## config.mk

```make
export PLATFORM = sky130hd
export DESIGN_NAME = square_parity_xor_basis_rank_top
export DESIGN_NICKNAME = d
export VERILOG_FILES = /design/src/hw/rtl/sqpx_pkg.sv /design/src/hw/rtl/square_parity_xor_basis_rank_top.sv /design/src/hw/rtl/sqpx_ram.sv /design/src/hw/rtl/sqpx_front.sv /design/src/hw/rtl/sqpx_queue.sv /design/src/hw/rtl/sqpx_back.sv
export SDC_FILE = /design/constraint.sdc
export NUM_CORES = 2
export LEC_CHECK = 0
export BUFFER_PORTS_ARGS = -buffer_cell sky130_fd_sc_hd__buf_2
export CORE_MARGIN = 2
export CORE_UTILIZATION = 36
export DETAILED_ROUTE_END_ITERATION = 8
export PLACE_DENSITY = 0.53
export SYNTH_ARGS = -nofsm -noshare
export SYNTH_HDL_FRONTEND = slang
export SYNTH_SLANG_ARGS = --single-unit
```

## constraint.sdc

```tcl
create_clock -name clk_i -period 12.25 [get_ports clk_i]
set_input_delay 2.45 -clock clk_i [delete_from_list [all_inputs] [get_ports clk_i]]
set_output_delay 2.45 -clock clk_i [all_outputs]
set_load 0.1 [all_outputs]
```

## src/hw/rtl/sqpx_pkg.sv

```systemverilog
`timescale 1ns / 1ps

package sqpx_pkg;

  localparam int VALUE_BITS  = 8;
  localparam int PRIME_COUNT = 54;
  localparam int SIEVE_SIZE  = 1 << VALUE_BITS;
  localparam int IN_W        = ((VALUE_BITS + 7) / 8) * 8;
  localparam int IDX_W       = (PRIME_COUNT > 1) ? $clog2(PRIME_COUNT) : 1;
  localparam int CNT_W       = $clog2(PRIME_COUNT + 1);
  localparam int PROD_W      = 2 * VALUE_BITS;
  localparam int RANK_W      = 6;
  localparam int COUNT_W     = 30;
  localparam int RANK_LSB    = 1;
  localparam int COUNT_LSB   = RANK_LSB + RANK_W;
  localparam int OUT_W       = ((COUNT_LSB + COUNT_W + 7) / 8) * 8;

  localparam logic [COUNT_W:0] MODULUS = 31'd1000000007;

  typedef logic [VALUE_BITS-1:0]  val_t;
  typedef logic [PROD_W-1:0]      prod_t;
  typedef logic [PRIME_COUNT-1:0] mask_t;
  typedef logic [IDX_W-1:0]       idx_t;
  typedef logic [CNT_W-1:0]       cnt_t;
  typedef logic [COUNT_W-1:0]     count_t;
  typedef val_t prime_tab_t [PRIME_COUNT];

  typedef struct packed {
    logic                added;
    logic [RANK_W-1:0]   rank;
    count_t              count;
  } res_t;

  typedef enum logic [1:0] {
    F_IDLE,
    F_MUL,
    F_CHK,
    F_PUSH
  } front_state_e;

  typedef enum logic [1:0] {
    B_IDLE,
    B_SCAN,
    B_XOR,
    B_DONE
  } back_state_e;

  function automatic int count_primes();
    logic [SIEVE_SIZE-1:0] comp;
    int n;
    comp = '0;
    n = 0;
    for (int i = 2; i < SIEVE_SIZE; i++) begin
      if (!comp[i]) begin
        n++;
        for (int k = i * i; k < SIEVE_SIZE; k += i) begin
          comp[k] = 1'b1;
        end
      end
    end
    return n;
  endfunction

  function automatic prime_tab_t build_primes();
    logic [SIEVE_SIZE-1:0] comp;
    prime_tab_t tab;
    int n;
    comp = '0;
    n = 0;
    for (int j = 0; j < PRIME_COUNT; j++) begin
      tab[j] = '0;
    end
    for (int i = 2; i < SIEVE_SIZE; i++) begin
      if (!comp[i]) begin
        if (n < PRIME_COUNT) begin
          tab[n] = val_t'(i);
          n++;
        end
        for (int k = i * i; k < SIEVE_SIZE; k += i) begin
          comp[k] = 1'b1;
        end
      end
    end
    return tab;
  endfunction

  // Inverse of each odd prime modulo 2^VALUE_BITS, by Newton iteration.
  function automatic prime_tab_t build_inverses(prime_tab_t tab);
    prime_tab_t inv;
    val_t v;
    for (int j = 0; j < PRIME_COUNT; j++) begin
      v = tab[j];
      for (int r = 0; r < 4; r++) begin
        v = val_t'(v * val_t'(val_t'(2) - val_t'(tab[j] * v)));
      end
      inv[j] = tab[j][0] ? v : '0;
    end
    return inv;
  endfunction

  localparam int         PRIMES_BELOW = count_primes();
  localparam int         PRIME_USED   = (PRIMES_BELOW < PRIME_COUNT) ? PRIMES_BELOW : PRIME_COUNT;
  localparam cnt_t       PRIME_USED_C = cnt_t'(PRIME_USED);
  localparam prime_tab_t PRIME_TAB    = build_primes();
  localparam prime_tab_t INV_TAB      = build_inverses(PRIME_TAB);

endpackage

```

## src/hw/rtl/square_parity_xor_basis_rank_top.sv

```systemverilog
`timescale 1ns / 1ps
// Channel   Direction  tdata bits (lowest first)                         tuser  tlast
// s_axis    in         value [7:0]                                       -      -
// m_axis    out        added_to_basis [0], rank [6:1], subset_count [36:7],
//                      zero [39:37]                                      -      -
//
// The front steps through every table prime not above the remaining cofactor, passing a multiply
// and a check state for each, and passes both again for every division by a prime factor.
// The back scans the prime indices in turn and adds an XOR state for every basis row read from
// the row memory, so either side may set the pace for a given value.
// A two-entry queue between front and back and the output register let each side stall alone.
// After reset the basis is empty at once; row valid flags replace any clearing pass.

module square_parity_xor_basis_rank_top (
  input  logic                          clk_i,
  input  logic                          rst_ni,
  input  logic                          s_axis_tvalid,
  output logic                          s_axis_tready,
  input  logic [sqpx_pkg::IN_W-1:0]     s_axis_tdata,  // value
  output logic                          m_axis_tvalid,
  input  logic                          m_axis_tready,
  output logic [sqpx_pkg::OUT_W-1:0]    m_axis_tdata   // added_to_basis, rank, subset_count
);

  logic            push_valid, push_ready;
  sqpx_pkg::mask_t push_mask;
  logic            pop_valid, pop_ready;
  sqpx_pkg::mask_t pop_mask;
  sqpx_pkg::res_t  res;

  sqpx_front u_front (
    .clk_i        (clk_i),
    .rst_ni       (rst_ni),
    .in_valid_i   (s_axis_tvalid),
    .in_ready_o   (s_axis_tready),
    .in_value_i   (s_axis_tdata[sqpx_pkg::VALUE_BITS-1:0]),
    .push_valid_o (push_valid),
    .push_ready_i (push_ready),
    .push_mask_o  (push_mask)
  );

  sqpx_queue u_queue (
    .clk_i        (clk_i),
    .rst_ni       (rst_ni),
    .push_valid_i (push_valid),
    .push_ready_o (push_ready),
    .push_mask_i  (push_mask),
    .pop_valid_o  (pop_valid),
    .pop_ready_i  (pop_ready),
    .pop_mask_o   (pop_mask)
  );

  sqpx_back u_back (
    .clk_i       (clk_i),
    .rst_ni      (rst_ni),
    .pop_valid_i (pop_valid),
    .pop_ready_o (pop_ready),
    .pop_mask_i  (pop_mask),
    .out_valid_o (m_axis_tvalid),
    .out_ready_i (m_axis_tready),
    .out_res_o   (res)
  );

  always_comb begin
    m_axis_tdata = '0;
    m_axis_tdata[0] = res.added;
    m_axis_tdata[sqpx_pkg::COUNT_LSB-1:sqpx_pkg::RANK_LSB] = res.rank;
    m_axis_tdata[sqpx_pkg::COUNT_LSB+sqpx_pkg::COUNT_W-1:sqpx_pkg::COUNT_LSB] = res.count;
  end

endmodule

```

## src/hw/rtl/sqpx_ram.sv

```systemverilog
`timescale 1ns / 1ps

module sqpx_ram #(
  parameter int WIDTH = 8,
  parameter int DEPTH = 16
) (
  input  logic                                  clk_i,
  input  logic                                  we_i,
  input  logic [(DEPTH > 1 ? $clog2(DEPTH) : 1)-1:0] waddr_i,
  input  logic [WIDTH-1:0]                      wdata_i,
  input  logic [(DEPTH > 1 ? $clog2(DEPTH) : 1)-1:0] raddr_i,
  output logic [WIDTH-1:0]                      rdata_o
);

  logic [WIDTH-1:0] mem_q [DEPTH];
  logic [WIDTH-1:0] rdata_q;

  always_ff @(posedge clk_i) begin
    if (we_i) begin
      mem_q[waddr_i] <= wdata_i;
    end
    rdata_q <= mem_q[raddr_i];
  end

  assign rdata_o = rdata_q;

endmodule

```

## src/hw/rtl/sqpx_front.sv

```systemverilog
`timescale 1ns / 1ps

module sqpx_front (
  input  logic               clk_i,
  input  logic               rst_ni,
  input  logic               in_valid_i,
  output logic               in_ready_o,
  input  sqpx_pkg::val_t     in_value_i,
  output logic               push_valid_o,
  input  logic               push_ready_i,
  output sqpx_pkg::mask_t    push_mask_o
);

  sqpx_pkg::front_state_e state_q, state_d;
  sqpx_pkg::val_t  x_q, x_d;
  sqpx_pkg::val_t  prod_q, prod_d;
  sqpx_pkg::cnt_t  j_q, j_d;
  sqpx_pkg::mask_t mask_q, mask_d;

  sqpx_pkg::idx_t  j_idx;
  sqpx_pkg::val_t  prime;
  sqpx_pkg::prod_t chk;
  logic            divisible;

  assign j_idx = j_q[sqpx_pkg::IDX_W-1:0];
  assign prime = sqpx_pkg::PRIME_TAB[j_idx];
  assign chk   = sqpx_pkg::prod_t'(prod_q) * sqpx_pkg::prod_t'(prime);

  always_comb begin
    if (j_q == '0) begin
      divisible = ~x_q[0];
    end else begin
      divisible = (chk[sqpx_pkg::PROD_W-1:sqpx_pkg::VALUE_BITS] == '0);
    end
  end

  always_comb begin
    state_d      = state_q;
    x_d          = x_q;
    prod_d       = prod_q;
    j_d          = j_q;
    mask_d       = mask_q;
    in_ready_o   = 1'b0;
    push_valid_o = 1'b0;
    unique case (state_q)
      sqpx_pkg::F_IDLE: begin
        in_ready_o = 1'b1;
        if (in_valid_i) begin
          x_d     = in_value_i;
          j_d     = '0;
          mask_d  = '0;
          state_d = sqpx_pkg::F_MUL;
        end
      end
      sqpx_pkg::F_MUL: begin
        if (j_q == sqpx_pkg::PRIME_USED_C || prime > x_q) begin
          state_d = sqpx_pkg::F_PUSH;
        end else begin
          if (j_q == '0) begin
            prod_d = x_q >> 1;
          end else begin
            prod_d = sqpx_pkg::val_t'(x_q * sqpx_pkg::INV_TAB[j_idx]);
          end
          state_d = sqpx_pkg::F_CHK;
        end
      end
      sqpx_pkg::F_CHK: begin
        if (divisible) begin
          x_d           = prod_q;
          mask_d[j_idx] = ~mask_q[j_idx];
        end else begin
          j_d = sqpx_pkg::cnt_t'(j_q + 1'b1);
        end
        state_d = sqpx_pkg::F_MUL;
      end
      sqpx_pkg::F_PUSH: begin
        push_valid_o = 1'b1;
        if (push_ready_i) begin
          state_d = sqpx_pkg::F_IDLE;
        end
      end
      default: state_d = sqpx_pkg::F_IDLE;
    endcase
  end

  always_ff @(posedge clk_i or negedge rst_ni) begin
    if (!rst_ni) begin
      state_q <= sqpx_pkg::F_IDLE;
    end else begin
      state_q <= state_d;
    end
  end

  always_ff @(posedge clk_i) begin
    x_q    <= x_d;
    prod_q <= prod_d;
    j_q    <= j_d;
    mask_q <= mask_d;
  end

  assign push_mask_o = mask_q;

endmodule

```

## src/hw/rtl/sqpx_queue.sv

```systemverilog
`timescale 1ns / 1ps

module sqpx_queue (
  input  logic            clk_i,
  input  logic            rst_ni,
  input  logic            push_valid_i,
  output logic            push_ready_o,
  input  sqpx_pkg::mask_t push_mask_i,
  output logic            pop_valid_o,
  input  logic            pop_ready_i,
  output sqpx_pkg::mask_t pop_mask_o
);

  sqpx_pkg::mask_t slot_q [2];
  logic            wr_q, rd_q;
  logic [1:0]      used_q;
  logic            push, pop;

  assign push_ready_o = (used_q != 2'd2);
  assign pop_valid_o  = (used_q != 2'd0);
  assign push         = push_valid_i && push_ready_o;
  assign pop          = pop_valid_o && pop_ready_i;
  assign pop_mask_o   = slot_q[rd_q];

  always_ff @(posedge clk_i) begin
    if (push) begin
      slot_q[wr_q] <= push_mask_i;
    end
  end

  always_ff @(posedge clk_i or negedge rst_ni) begin
    if (!rst_ni) begin
      wr_q   <= 1'b0;
      rd_q   <= 1'b0;
      used_q <= 2'd0;
    end else begin
      if (push) begin
        wr_q <= ~wr_q;
      end
      if (pop) begin
        rd_q <= ~rd_q;
      end
      used_q <= 2'(used_q + {1'b0, push} - {1'b0, pop});
    end
  end

endmodule

```

## src/hw/rtl/sqpx_back.sv

```systemverilog
`timescale 1ns / 1ps

module sqpx_back (
  input  logic            clk_i,
  input  logic            rst_ni,
  input  logic            pop_valid_i,
  output logic            pop_ready_o,
  input  sqpx_pkg::mask_t pop_mask_i,
  output logic            out_valid_o,
  input  logic            out_ready_i,
  output sqpx_pkg::res_t  out_res_o
);

  sqpx_pkg::back_state_e state_q, state_d;
  sqpx_pkg::mask_t mask_q, mask_d;
  sqpx_pkg::cnt_t  j_q, j_d;
  logic            added_q, added_d;
  sqpx_pkg::mask_t valid_q, valid_d;
  sqpx_pkg::cnt_t  rank_q, rank_d;
  sqpx_pkg::count_t count_q, count_d;
  logic            out_valid_q, out_valid_d;
  sqpx_pkg::res_t  res_q, res_d;

  sqpx_pkg::idx_t  j_idx;
  logic            ram_we;
  sqpx_pkg::mask_t row;
  logic [sqpx_pkg::COUNT_W:0] dbl;
  sqpx_pkg::count_t dbl_mod;

  assign j_idx = j_q[sqpx_pkg::IDX_W-1:0];

  sqpx_ram #(
    .WIDTH(sqpx_pkg::PRIME_COUNT),
    .DEPTH(sqpx_pkg::PRIME_COUNT)
  ) u_rows (
    .clk_i   (clk_i),
    .we_i    (ram_we),
    .waddr_i (j_idx),
    .wdata_i (mask_q),
    .raddr_i (j_idx),
    .rdata_o (row)
  );

  assign dbl     = {count_q, 1'b0};
  assign dbl_mod = (dbl >= sqpx_pkg::MODULUS) ?
                   sqpx_pkg::count_t'(dbl - sqpx_pkg::MODULUS) :
                   sqpx_pkg::count_t'(dbl);

  always_comb begin
    state_d     = state_q;
    mask_d      = mask_q;
    j_d         = j_q;
    added_d     = added_q;
    valid_d     = valid_q;
    rank_d      = rank_q;
    count_d     = count_q;
    res_d       = res_q;
    out_valid_d = out_valid_q;
    pop_ready_o = 1'b0;
    ram_we      = 1'b0;
    if (out_valid_q && out_ready_i) begin
      out_valid_d = 1'b0;
    end
    unique case (state_q)
      sqpx_pkg::B_IDLE: begin
        pop_ready_o = 1'b1;
        if (pop_valid_i) begin
          mask_d  = pop_mask_i;
          j_d     = '0;
          added_d = 1'b0;
          state_d = sqpx_pkg::B_SCAN;
        end
      end
      sqpx_pkg::B_SCAN: begin
        if (j_q == sqpx_pkg::PRIME_USED_C) begin
          state_d = sqpx_pkg::B_DONE;
        end else if (mask_q[j_idx]) begin
          if (valid_q[j_idx]) begin
            state_d = sqpx_pkg::B_XOR;
          end else begin
            ram_we         = 1'b1;
            valid_d[j_idx] = 1'b1;
            added_d        = 1'b1;
            state_d        = sqpx_pkg::B_DONE;
          end
        end else begin
          j_d = sqpx_pkg::cnt_t'(j_q + 1'b1);
        end
      end
      sqpx_pkg::B_XOR: begin
        mask_d  = mask_q ^ row;
        j_d     = sqpx_pkg::cnt_t'(j_q + 1'b1);
        state_d = sqpx_pkg::B_SCAN;
      end
      sqpx_pkg::B_DONE: begin
        if (!out_valid_q || out_ready_i) begin
          rank_d      = sqpx_pkg::cnt_t'(rank_q + sqpx_pkg::cnt_t'(added_q));
          count_d     = added_q ? count_q : dbl_mod;
          res_d.added = added_q;
          res_d.rank  = sqpx_pkg::RANK_W'(rank_d);
          res_d.count = count_d;
          out_valid_d = 1'b1;
          state_d     = sqpx_pkg::B_IDLE;
        end
      end
      default: state_d = sqpx_pkg::B_IDLE;
    endcase
  end

  always_ff @(posedge clk_i or negedge rst_ni) begin
    if (!rst_ni) begin
      state_q     <= sqpx_pkg::B_IDLE;
      valid_q     <= '0;
      rank_q      <= '0;
      count_q     <= sqpx_pkg::count_t'(1);
      out_valid_q <= 1'b0;
    end else begin
      state_q     <= state_d;
      valid_q     <= valid_d;
      rank_q      <= rank_d;
      count_q     <= count_d;
      out_valid_q <= out_valid_d;
    end
  end

  always_ff @(posedge clk_i) begin
    mask_q  <= mask_d;
    j_q     <= j_d;
    added_q <= added_d;
    res_q   <= res_d;
  end

  assign out_valid_o = out_valid_q;
  assign out_res_o   = res_q;

endmodule

```

==> flow_summary.yaml <==
routing:
  drt-initial-drc-count: 10800
  wl_met2_um: 196000
  antenna_left: 0
  dr.pass1.iters: 8
  top_layer_used: "met5"
  dr_wl_met3_um: 35900
  finalWirelength_um: 429000
  m1WireLength_um: 181000
  drc: 0
  post_drt_wl_per_cell_um: 33.4
  num_vias: 77200
  viasPerCell: 6.00
finish:
  areaGrowthSynthToFinish_pct: 13.9
  nNetsFinal: 7938
  nFillCells: 31900
  final_cell_mix: "3198 x edfxtp_1, 1058 x a22oi_1, 356 x clkbuf_16"
  design_area_sq_mm: 0.147
  multi_input_area_sq_mm: 0.0277
  mostFrequentLayoutCell: "edfxtp_1"
  layoutNonFillerInstCount: 12900
  drive_above_1_share_pct: 14.0
  regArea_sq_mm: 0.0996
power:
  peakVddDrop_v: 0.000542
  leakage_nw: 47.1
  power_density_mw_per_mm2: 302
critical_path:
  worstReg2RegStart: "u_front.j_idx[2]"
  reg2reg_depth: 22
  worstSetupPathType: "reg2reg"
  r2r_end: "u_front.push_mask_o[46]"
  critPathRequiredTime_ps: 12830
  path_max_fanout: 58
  setup.worst_path.end_class: "flip-flop"
  cp.arrival_ps: 9720
  critPathLaunchType: "flip-flop"
  rrSetupSlack_ps: 3100
  startpoint: "u_front.j_idx[2]"
floorplanning:
  floorplan.io_pins: 54
  die-area_sq_mm: 0.364
  design.core.area_sq_mm: 0.359
  num_rows: 220
  die_w_um: 604
  die_y_um: 604
  start_util_pct: 36.1
timing:
  tns_ps: 0
  fmax_mhz: 109
  drv_slew: 0
  rsz0062_at_grt: "false"
  slew_headroom_pct: 13.8
  timing.final.crit_share_pct: 74.7
  setup_violations: 0
  fin_crit_ps: 9150
  fin_ws_ps: 3100
  worst_slew_pin_slew_ps: 1290
  finalHoldViolations: 0
  finalClockSkew_ps: 39.4
run:
  maxCapViolCount: 0
clock_tree:
  clk_path_buf_depth: 4
  cts_tree: "built"
  holdBufCountCts: 0
  cts_sinks: 3351
  clock_latency_ps: 940
  cts-root-buf: "clkbuf_16"
  cts_setup_buffers: 0
  cts_resized: 0
  cts_buffers: 348
  path_clk_slew_ps: 60
  cts_max_level: 5
synth:
  synth_area_leader_cell: "edfxtp_1"
  synth_top_cell_area_share_pct: 74.2
  yosys_warnings: 0
  yosysSeqAreaShare_pct: 76.9
  ys_seq_elements: 3351
  netlist_area_sq_mm: 0.129
  post_synth.cell_area_avg_sq_um: 17.0
  synth.top_cells.by_area: "edfxtp_1 74%, a22oi_1 6.1%, dfrtp_1 1.9%, a221oi_1 1.1%, mux2i_1 1.1%"
  synth-edff-count: 3198
  async_reset_ff_share_pct: 2.95
  ys_types: 81
  syn_inst: 7633
  synth_flop_cell: "edfxtp_1"
placement:
  dp.cells: 12200
  dp_slack_ps: 3070
  hpwl_um: 229000
  numPortBuffers: 50
  gp_congestion: 0.824
  postPlaceCellArea_sq_mm: 0.136
hold_path:
  holdPathStages: 1
  hold_class: "reg2reg"
  min_to: "u_back.valid_q[20]"
  holdCritStartpoint: "u_back.valid_q[20]"
grt:
  grt_pass1_vias: 75700
  track_usage_pct: 22.9
  grt_pass1_wl_um: 599000
  antenna_found_initial: 16
  grt_start_max_net_pins: 105
  overflow: 0
status:
  status: "complete, no violations"
routing by layer:
metal	track usage, %	up-vias
met5	0	-
met4	8.15	2
met3	3.31	661
met2	35.9	4052
met1	32.7	40900
li1	-	31600
cell families after synthesis:
group	Yosys count	share of synthesized area, %
AOI/OAI and AO/OA	2138	12.1
xor gates and xnor gates	113	0.786
adders and majority gates	135	1.58
buffers and inverters	631	2.05
DFF	3351	76.9
muxes	286	2.67
other	1	0.00290
and+or+nand+nor	978	3.91
through the flow:
| step | util (%) | power (W) | hold slack [ps] |
|---|---|---|---|
| detailed placement | 38.0 | 0.0340 | 452 |
| floorplan | - | 0.0274 | 431 |
| CTS | 41.1 | 0.0446 | 464 |
| finish | 41.1 | 0.0445 | 465 |
| global placement | 38.0 | 0.0341 | 442 |
| global route | 41.1 | 0.0467 | 477 |
report_power, final:
part	total, W	internal (W)	switching, W
logic	0.0185	0.00587	0.0126
clock network	0.0106	0.00609	0.00448
registers	0.0155	0.0149	0.000586
total	0.0445	0.0268	0.0177
cell type report:
class                      count  area share (%)
antenna                        8          0.0136
clock buffer                 445            6.40
clock inverter               187            1.24
inverter                     105           0.267
multi-input combinational   3653            18.8
sequential                  3351            67.6
tap                         4773            4.05
timing repair buffer         332            1.69
worst max-delay path, cell delays in order, from the launching register on:
cell	delay (ps)
edfxtp_1	310
buf_4	520
inv_1	530
ha_1	430
o211ai_1	150
o31ai_1	140
a211oi_2	960
nand2_1	160
fa_1	490
fa_1	560
fa_1	440
fa_1	490
inv_1	40
ha_1	380
a21oi_1	300
nor2_1	70
a2111oi_0	460
nand4_1	160
a21o_1	170
a211oi_1	240
a41oi_1	210
nor3_2	1040
buf_4	530
registers in the layout, indices dropped and copies added, names as in the netlist, 6 cells and up:
signal and cells:
u_back.u_rows.mem_q 2916, u_back.valid_q 54, u_front.prod_q 8, u_front.x_q 8, u_front.push_mask_o 54, u_back.j_idx 6, u_front.j_idx 6, u_back.rank_q 6
u_back.count_q 30, u_back.out_res_o 37, u_back.mask_q 54, u_back.u_rows.rdata_o 54, u_queue.slot_q 108
how the worst max path moves through the flow:
stage / endpoint / slack, ps / depth (start not counted)
CTS: u_front.push_mask_o[46] / 3070 / 22
global placement: u_front.push_mask_o[27] / 3130 / 23
detailed placement: u_front.push_mask_o[24] / 3070 / 22
floorplan: u_front.push_mask_o[0] / 990 / 23
global route: u_front.push_mask_o[51] / 2360 / 22
finish: u_front.push_mask_o[46] / 3100 / 22
synth_stat cells (88+ instances only):
library cell / count
edfxtp_1: 3198
a21oi_1: 191
mux2i_1: 137
buf_2: 163
nand2_1: 227
dfrtp_1: 98
clkbuf_1: 256
ha_1: 88
a22oi_1: 1058
a31oi_1: 132
a221oi_1: 166
a22o_1: 151
nand4_1: 182
nor2_1: 195
inv_1: 102
nor3_1: 115
buf_1: 89
o21ai_0: 194
mux2_2: 112
(Power assumes the default switching activity.)
